--- src/btu_pkg.sv ---
// Shared widths, register indexes and types for the beacon trilateration unit.
package btu_pkg;

   // Field and intermediate widths, fixed by the ranges of the fields.
   localparam int COORD_W  = 8;   // beacon coordinate, unsigned
   localparam int ASQ_W    = 16;  // coordinate squared, unsigned
   localparam int RANGE_W  = 9;   // measured range, unsigned
   localparam int SQ_W     = 18;  // range squared, unsigned
   localparam int DIFF_W   = 10;  // aa and bb terms, signed
   localparam int KC_W     = 18;  // constant part of cc, signed
   localparam int CC_W     = 20;  // cc terms, signed
   localparam int DET_W    = 21;  // determinant, signed
   localparam int DEN_W    = 20;  // determinant magnitude, unsigned
   localparam int PROD_W   = 30;  // cross products and numerators, signed
   localparam int MAG_W    = 29;  // numerator magnitude, unsigned
   localparam int POS_W    = 16;  // position result, signed

   localparam int POS_MAX     = 32767;
   localparam int POS_MIN_MAG = 32768;

   // Quotient bits resolved per divider stage.
   localparam int DIV_STEP_BITS = 4;

   // Configuration register map.
   localparam int CSR_IDX_W    = 3;
   localparam int ANCHOR_COUNT = 6;
   localparam logic [CSR_IDX_W-1:0] CSR_ANCHOR0_X = 3'd0;
   localparam logic [CSR_IDX_W-1:0] CSR_ANCHOR0_Y = 3'd1;
   localparam logic [CSR_IDX_W-1:0] CSR_ANCHOR1_X = 3'd2;
   localparam logic [CSR_IDX_W-1:0] CSR_ANCHOR1_Y = 3'd3;
   localparam logic [CSR_IDX_W-1:0] CSR_ANCHOR2_X = 3'd4;
   localparam logic [CSR_IDX_W-1:0] CSR_ANCHOR2_Y = 3'd5;

   // Per-item flags that ride along the divider.
   typedef struct packed {
      logic neg_x;
      logic neg_y;
      logic degenerate;
   } fix_side_type;

endpackage

--- src/btu_div_pipe.sv ---
// Pipelined restoring divider: two unsigned numerators over one shared denominator.
module btu_div_pipe #(
   parameter int NUM_W     = btu_pkg::MAG_W,
   parameter int DEN_W     = btu_pkg::DEN_W,
   parameter int STEP_BITS = btu_pkg::DIV_STEP_BITS,
   localparam int STAGES   = (NUM_W + STEP_BITS - 1) / STEP_BITS,
   localparam int QUO_W    = STAGES * STEP_BITS
) (
   input  logic                 clock,
   input  logic                 reset,
   input  logic                 advance,
   input  logic                 in_valid,
   input  btu_pkg::fix_side_type in_side,
   input  logic [DEN_W-1:0]     in_den,
   input  logic [NUM_W-1:0]     in_num_x,
   input  logic [NUM_W-1:0]     in_num_y,
   output logic                 out_valid,
   output btu_pkg::fix_side_type out_side,
   output logic [QUO_W-1:0]     out_quo_x,
   output logic [QUO_W-1:0]     out_quo_y
);

   // The remainder field needs one bit above the denominator for the shifted value.
   localparam int REM_W  = DEN_W + 1;
   localparam int WORK_W = REM_W + QUO_W;

   // Upper field is the partial remainder; lower field holds the numerator bits
   // still to be consumed, with quotient bits shifting in from the bottom.
   function automatic logic [WORK_W-1:0] div_steps(input logic [WORK_W-1:0] work,
                                                   input logic [DEN_W-1:0]  den);
      logic [WORK_W-1:0] w;
      w = work;
      for (int k = 0; k < STEP_BITS; k++) begin
         w = w << 1;
         if (w[WORK_W-1 -: REM_W] >= {1'b0, den}) begin
            w[WORK_W-1 -: REM_W] = w[WORK_W-1 -: REM_W] - {1'b0, den};
            w[0] = 1'b1;
         end
      end
      return w;
   endfunction

   logic [WORK_W-1:0]     work_x_ff [STAGES];
   logic [WORK_W-1:0]     work_y_ff [STAGES];
   logic [DEN_W-1:0]      den_ff    [STAGES];
   btu_pkg::fix_side_type side_ff   [STAGES];
   logic                  valid_ff  [STAGES];

   for (genvar s = 0; s < STAGES; s++) begin : g_stage
      logic [WORK_W-1:0]     work_x_in;
      logic [WORK_W-1:0]     work_y_in;
      logic [DEN_W-1:0]      den_in;
      btu_pkg::fix_side_type side_in;
      logic                  valid_in;

      if (s == 0) begin : g_first
         always_comb begin
            work_x_in = div_steps({{REM_W{1'b0}}, QUO_W'(in_num_x)}, in_den);
            work_y_in = div_steps({{REM_W{1'b0}}, QUO_W'(in_num_y)}, in_den);
            den_in    = in_den;
            side_in   = in_side;
            valid_in  = in_valid;
         end
      end else begin : g_next
         always_comb begin
            work_x_in = div_steps(work_x_ff[s-1], den_ff[s-1]);
            work_y_in = div_steps(work_y_ff[s-1], den_ff[s-1]);
            den_in    = den_ff[s-1];
            side_in   = side_ff[s-1];
            valid_in  = valid_ff[s-1];
         end
      end

      always_ff @(posedge clock) begin
         if (advance) begin
            work_x_ff[s] <= work_x_in;
            work_y_ff[s] <= work_y_in;
            den_ff[s]    <= den_in;
            side_ff[s]   <= side_in;
         end
      end

      always_ff @(posedge clock) begin
         if (reset) begin
            valid_ff[s] <= 1'b0;
         end else if (advance) begin
            valid_ff[s] <= valid_in;
         end
      end
   end

   assign out_valid = valid_ff[STAGES-1];
   assign out_side  = side_ff[STAGES-1];
   assign out_quo_x = work_x_ff[STAGES-1][QUO_W-1:0];
   assign out_quo_y = work_y_ff[STAGES-1][QUO_W-1:0];

endmodule

--- config.mk ---
export PLATFORM = sky130hd
export DESIGN_NAME = btu_div_pipe
export DESIGN_NICKNAME = d
export VERILOG_FILES = /design/src/btu_pkg.sv /design/src/btu_div_pipe.sv
export SDC_FILE = /design/constraint.sdc
export NUM_CORES = 2
export LEC_CHECK = 0
export BUFFER_PORTS_ARGS = -buffer_cell sky130_fd_sc_hd__buf_2
export CAP_MARGIN = 20
export CORE_MARGIN = 8
export CORE_UTILIZATION = 70
export CTS_CLUSTER_DIAMETER = 150
export DETAILED_ROUTE_END_ITERATION = 8
export GPL_TIMING_DRIVEN = 0
export PLACE_DENSITY = 0.87
export SLEW_MARGIN = 20
export SYNTH_ARGS = -nofsm -noshare
export SYNTH_HDL_FRONTEND = slang
export SYNTH_SLANG_ARGS = --single-unit
--- constraint.sdc ---
create_clock -name clock -period 30.7 [get_ports clock]
set_input_delay 1.535 -clock clock [delete_from_list [all_inputs] [get_ports clock]]
set_output_delay 1.535 -clock clock [all_outputs]
set_load 0.02 [all_outputs]
=== Word-level counts from Yosys, hierarchy flattened ===
Memory sizes are Yosys's and may differ from the RTL's.
Cells that the tools add are included.

* Bits in registers: 0
* RAM bits: 1040
* Input bits: 85
* Output and inout port bits: 68
* Logic and storage cells: 271
* Memories: 5

* Add/sub/neg operators: 61
* Magnitude comparators: 61
* Muxes and demuxes: 136
* Bitwise operators: 8

{| class="wikitable"
|+ Memories
! name !! words !! bits a word !! rd ports !! clocked after Yosys merged registers in !! wr ports !! line !! text
|-
| work_x_ff || 8 || 53 || 8 || 0 || 8 || btu_div_pipe.sv:43 || <nowiki>logic [WORK_W-1:0] work_x_ff [STAGES];</nowiki>
|-
| work_y_ff || 8 || 53 || 8 || 0 || 8 || btu_div_pipe.sv:44 || <nowiki>logic [WORK_W-1:0] work_y_ff [STAGES];</nowiki>
|-
| den_ff || 8 || 20 || 7 || 0 || 8 || btu_div_pipe.sv:45 || <nowiki>logic [DEN_W-1:0] den_ff [STAGES];</nowiki>
|-
| side_ff || 8 || 3 || 8 || 0 || 8 || btu_div_pipe.sv:46 || <nowiki>btu_pkg::fix_side_type side_ff [STAGES];</nowiki>
|-
| valid_ff || 8 || 1 || 8 || 0 || 8 || btu_div_pipe.sv:47 || <nowiki>logic valid_ff [STAGES];</nowiki>
|}

{| class="wikitable"
|+ Operators by type and width
! operator !! number
|-
| >= comparator 21 x 20 -> 1 bit || 60
|-
| 2-to-1 mux 20 bit || 45
|-
| subtractor 20 bit || 44
|-
| 2-to-1 mux 21 bit || 16
|-
| subtractor 21 x 20 -> 21 bit || 16
|-
| 2-to-1 mux 1 bit || 75
|-
| >= comparator 1 x 20 -> 1 bit (first input constant) || 1
|-
| subtractor 1 x 20 -> 20 bit (first input constant) || 1
|-
| OR 1 bit || 8
|}

=== Depth between registers and ports, before layout ===
An unclocked memory read counts as a cell.

* Depth after elaboration: 9
* Mapped depth: 54
* Gate-level depth less buffers: 49

=== Worst setup path after synthesis ===
No wires, ideal clock.

* Path type: reg2reg
* From: memory den_ff[5][1]
* To: memory work_y_ff[1][141] in the netlist's numbering (data pin)
* Library setup time: 261 ps
* Data arrival time: 11395 ps
* Required time: 30439 ps
* Slack: 19044 ps
* Cell stages (with the launch flop): 48
* Path buffers: 7
* Clock period less this slack: 11656 ps
* Cells stage by stage: edfxtp_1 -> inv_1 -> ha_1 -> nor2b_1 -> o2111ai_1 -> nand3b_1 -> a311o_1 -> a211oi_1 -> or2_1 -> buf_2 -> inv_2 -> buf_2 -> buf_1 -> mux2_2 -> ha_1 -> or4_1 -> o22a_1 -> a2111o_1 -> (+12 left out) -> a21oi_1 -> nor4_1 -> or2_1 -> buf_2 -> clkbuf_1 -> o21ai_0 -> ha_1 -> nor2b_1 -> o21a_1 -> o21ai_0 -> a211o_1 -> o311ai_0 -> nand2_1 -> a21oi_1 -> or4_1 -> clkbuf_1 -> nor2_1 -> a221o_1

{| class="wikitable"
|+ RTL lines
! item !! line
|-
| start, declared || btu_div_pipe.sv:45
|-
| end, declared || btu_div_pipe.sv:44
|}

==> results.cfg <==
[run_status]
outcome = finished, final reports clean

[timing]
tns_ns = 0
post-route-min-period_ns = 15.77
period_share_pct = 51.35
setup_viol = 0
finClkSkew_ns = 0.05426
finalMaxSlewViolations = 0
max_freq_mhz = 63.43
hold_viol_final = 0
worst_pin_slew_ns = 1.074
slew_headroom_pct = 27.93
fin_ws_ns = 14.93
hold_slack_ns = 0.3994
rsz0062_at_grt = false

[synth]
synth_fa_ha_area_share_pct = 16.32
synth_xor_area_share_pct = 7.722
synth_top_family_by_area = compound AO/OA/AOI/OAI gates
yosysUniqueCellTypes = 108
async_flop_share_pct = 0
syn_avg_cell_area_um2 = 9.277
yosysSeqAreaShare_pct = 28.97
yosysTopAreaCell = edfxtp_1
yosysMostFrequentCell = ha_1
synth_top_area_share_pct = 28.97
synth-simple-area-share_pct = 14.06
syn_inst = 10502
synth_compound_area_share_pct = 20.38
syn_area_mm2 = 0.09742
synthTopCellsByCount = 1181 x ha_1, 940 x edfxtp_1, 896 x a21oi_1
ys.warnings.count = 0
synth_edf_count = 940
ys_seq_elements = 940
synthTopCellsByArea = edfxtp_1 29%, ha_1 15%, mux2_2 6.1%
synth.area.mux_share_pct = 8.803
synthFlopType = edfxtp_1

[setup_path]
critPathMaxFanout = 12
worstPathArrival_ns = 16.23
worst-setup-path-type = flop to flop
r2r_start = den_ff[5][1]$_DFFE_PP_
reg2reg_slack_ns = 14.93
crit_path_top_delay_cell = edfxtp_1
required_ns = 31.16
cp-startpoint = den_ff[5][1]$_DFFE_PP_
rr_worst_depth = 50
slowest_delay_ns = 0.69
reg2reg_to = work_y_ff[1][142]$_DFFE_PP_
start_kind = flop
critPathCaptureType = flop

[global_routing]
grt_pass1_wl_mm = 443.4
antenna_found_initial = 5
grt_util_all_layers_pct = 36.12
grt_pass1_vias = 83072
overflow = 0
grt_max_degree = 158

[detailed_routing]
drc = 0
wl_mm = 288.4
ant_nets = 0
routedWlPerCell_um = 22.78
vias = 86350
vias_per_cell = 6.820
dr.first_iter.drc_count = 8456
firstDrtPassIters = 9

[clock_network]
cts_num_sinks = 940
cts_hold_buf = 0
root_buffer = clkbuf_16
worstSkewPairLatency_ns = 0.75
cts_setup_buffers = 0
clkTransAtPathRegs_ns = 0.07
cts_buffers = 100
cts_tree = built
htreeDepth = 3
cts_max_path_buffers = 3
cts_resized = 0

[min_path]
min_to = work_x_ff[0][180]$_DFFE_PP_
worstHoldPathType = flop to flop
holdPathStages = 0
hold_path_startpoint = work_x_ff[0][123]$_DFFE_PP_

[floorplan]
start_util_pct = 70.17
dieArea_mm2 = 0.1514
std_cell_rows = 137
die_w_um = 389.1
die_y_um = 389.1
core_area_mm2 = 0.1388
boundaryPins = 153

[final_layout]
layout.nets = 12092
syn2layout_area_growth_pct = 6.853
stdcell_count = 12661
layout-drive-gt1-share_pct = 10.75

[place]
gp_congestion = 1.015
pre_cts_slack_ns = 15.61
dp_hpwl_mm = 220.7
dp_cells = 12475
io_buffers = 152

[job]
drv_cap = 0
stage by stage:
stage                     area [µm²]  util [%]
after floorplan                97450         -
after global placement        100500     72.36
after detailed placement      100700     72.50
after CTS                     104100     74.97
after global routing          104100     74.97
final                         104100     74.98
cells in the final DEF (no fill, tap or decap), types with 54 or more instances in the layout:
cell,Yosys,layout
o211ai_1,58,58
xnor2_1,588,588
and3_1,92,92
a21o_1,336,336
a21oi_1,896,896
clkbuf_16,0,102
a211oi_1,112,112
o21ai_0,607,607
and2_1,72,72
o31ai_1,54,54
o21bai_1,117,117
nor3_1,247,247
mux2_2,530,530
mux2i_1,175,175
nand4_1,169,169
buf_4,66,66
a31oi_1,74,74
xor2_1,271,271
fa_1,56,56
o21a_1,191,191
ha_1,1181,1181
edfxtp_1,940,940
clkbuf_1,111,122
or3_1,71,71
buf_2,59,210
nand2b_1,136,136
nor2_1,729,729
nand3_1,209,209
nor2b_1,174,174
nand2_1,623,623
inv_1,600,600
routing by layer:
| layer | global-route usage, % | share of wire [%] | wire length [µm] |
|---|---|---|---|
| met5 | 0 | 0.014 | 41 |
| met4 | 23.19 | 7.3 | 21000 |
| met3 | 5.584 | 8.4 | 24130 |
| met2 | 60.08 | 46 | 133000 |
| met1 | 43.71 | 38 | 110200 |
cells by family (layout without fill, tap and decap cells):
logic type | count (synthesis) | count (layout)
DFF | 940 | 940
xor gates and xnor gates | 859 | 859
and+or+nand+nor | 2772 | 2772
muxes | 775 | 775
AOI/OAI and AO/OA | 3042 | 3042
other | 1 | 10
adders and majority gates | 1237 | 1237
buffers and inverters | 876 | 1219
area by class of cell:
cell class                      count  area [µm²]
Timing Repair Buffer              158       940.9
Fill cell                        9945       34750
Multi-Input combinational cell   8694       65590
Buffer                            254        1313
Clock buffer                      113        2594
Clock inverter                     72       840.8
Antenna cell                        1       2.502
Inverter                          622        2335
Sequential cell                   940       28230
Tap cell                         1807        2261
sequential cells by signal (all words and copies together) (netlist names):
register / flops
den_ff: 140
side_ff: 24
valid_ff: 8
work_x_ff: 396
work_y_ff: 372
worst max-delay path by stage:
stage	to	slack, ns	cells after the start
3_3_place_gp	valid_ff[1][1]$_DFFE_PP_	13.38	2
5_1_grt	work_y_ff[1][155]$_DFFE_PP_	13.99	51
6_report	work_y_ff[1][142]$_DFFE_PP_	14.93	50
3_5_place_dp	work_y_ff[1][155]$_DFFE_PP_	15.61	51
2_1_floorplan	work_y_ff[1][141]$_DFFE_PP_	19.04	47
4_1_cts	work_y_ff[1][155]$_DFFE_PP_	15.51	51
critical path, delay by kind of cell (launching register included):
family,cells,cell delay (ns)
buf+inv,10,3.27
flops,1,0.69
mux,1,0.44
compound gates,21,6.13
fa+ha+maj,4,1.41
simple gates,14,3.51
Power is left out: the tool's default activity adds up to more than one toggle a clock period on the data nets, which glitch-free logic cannot reach.
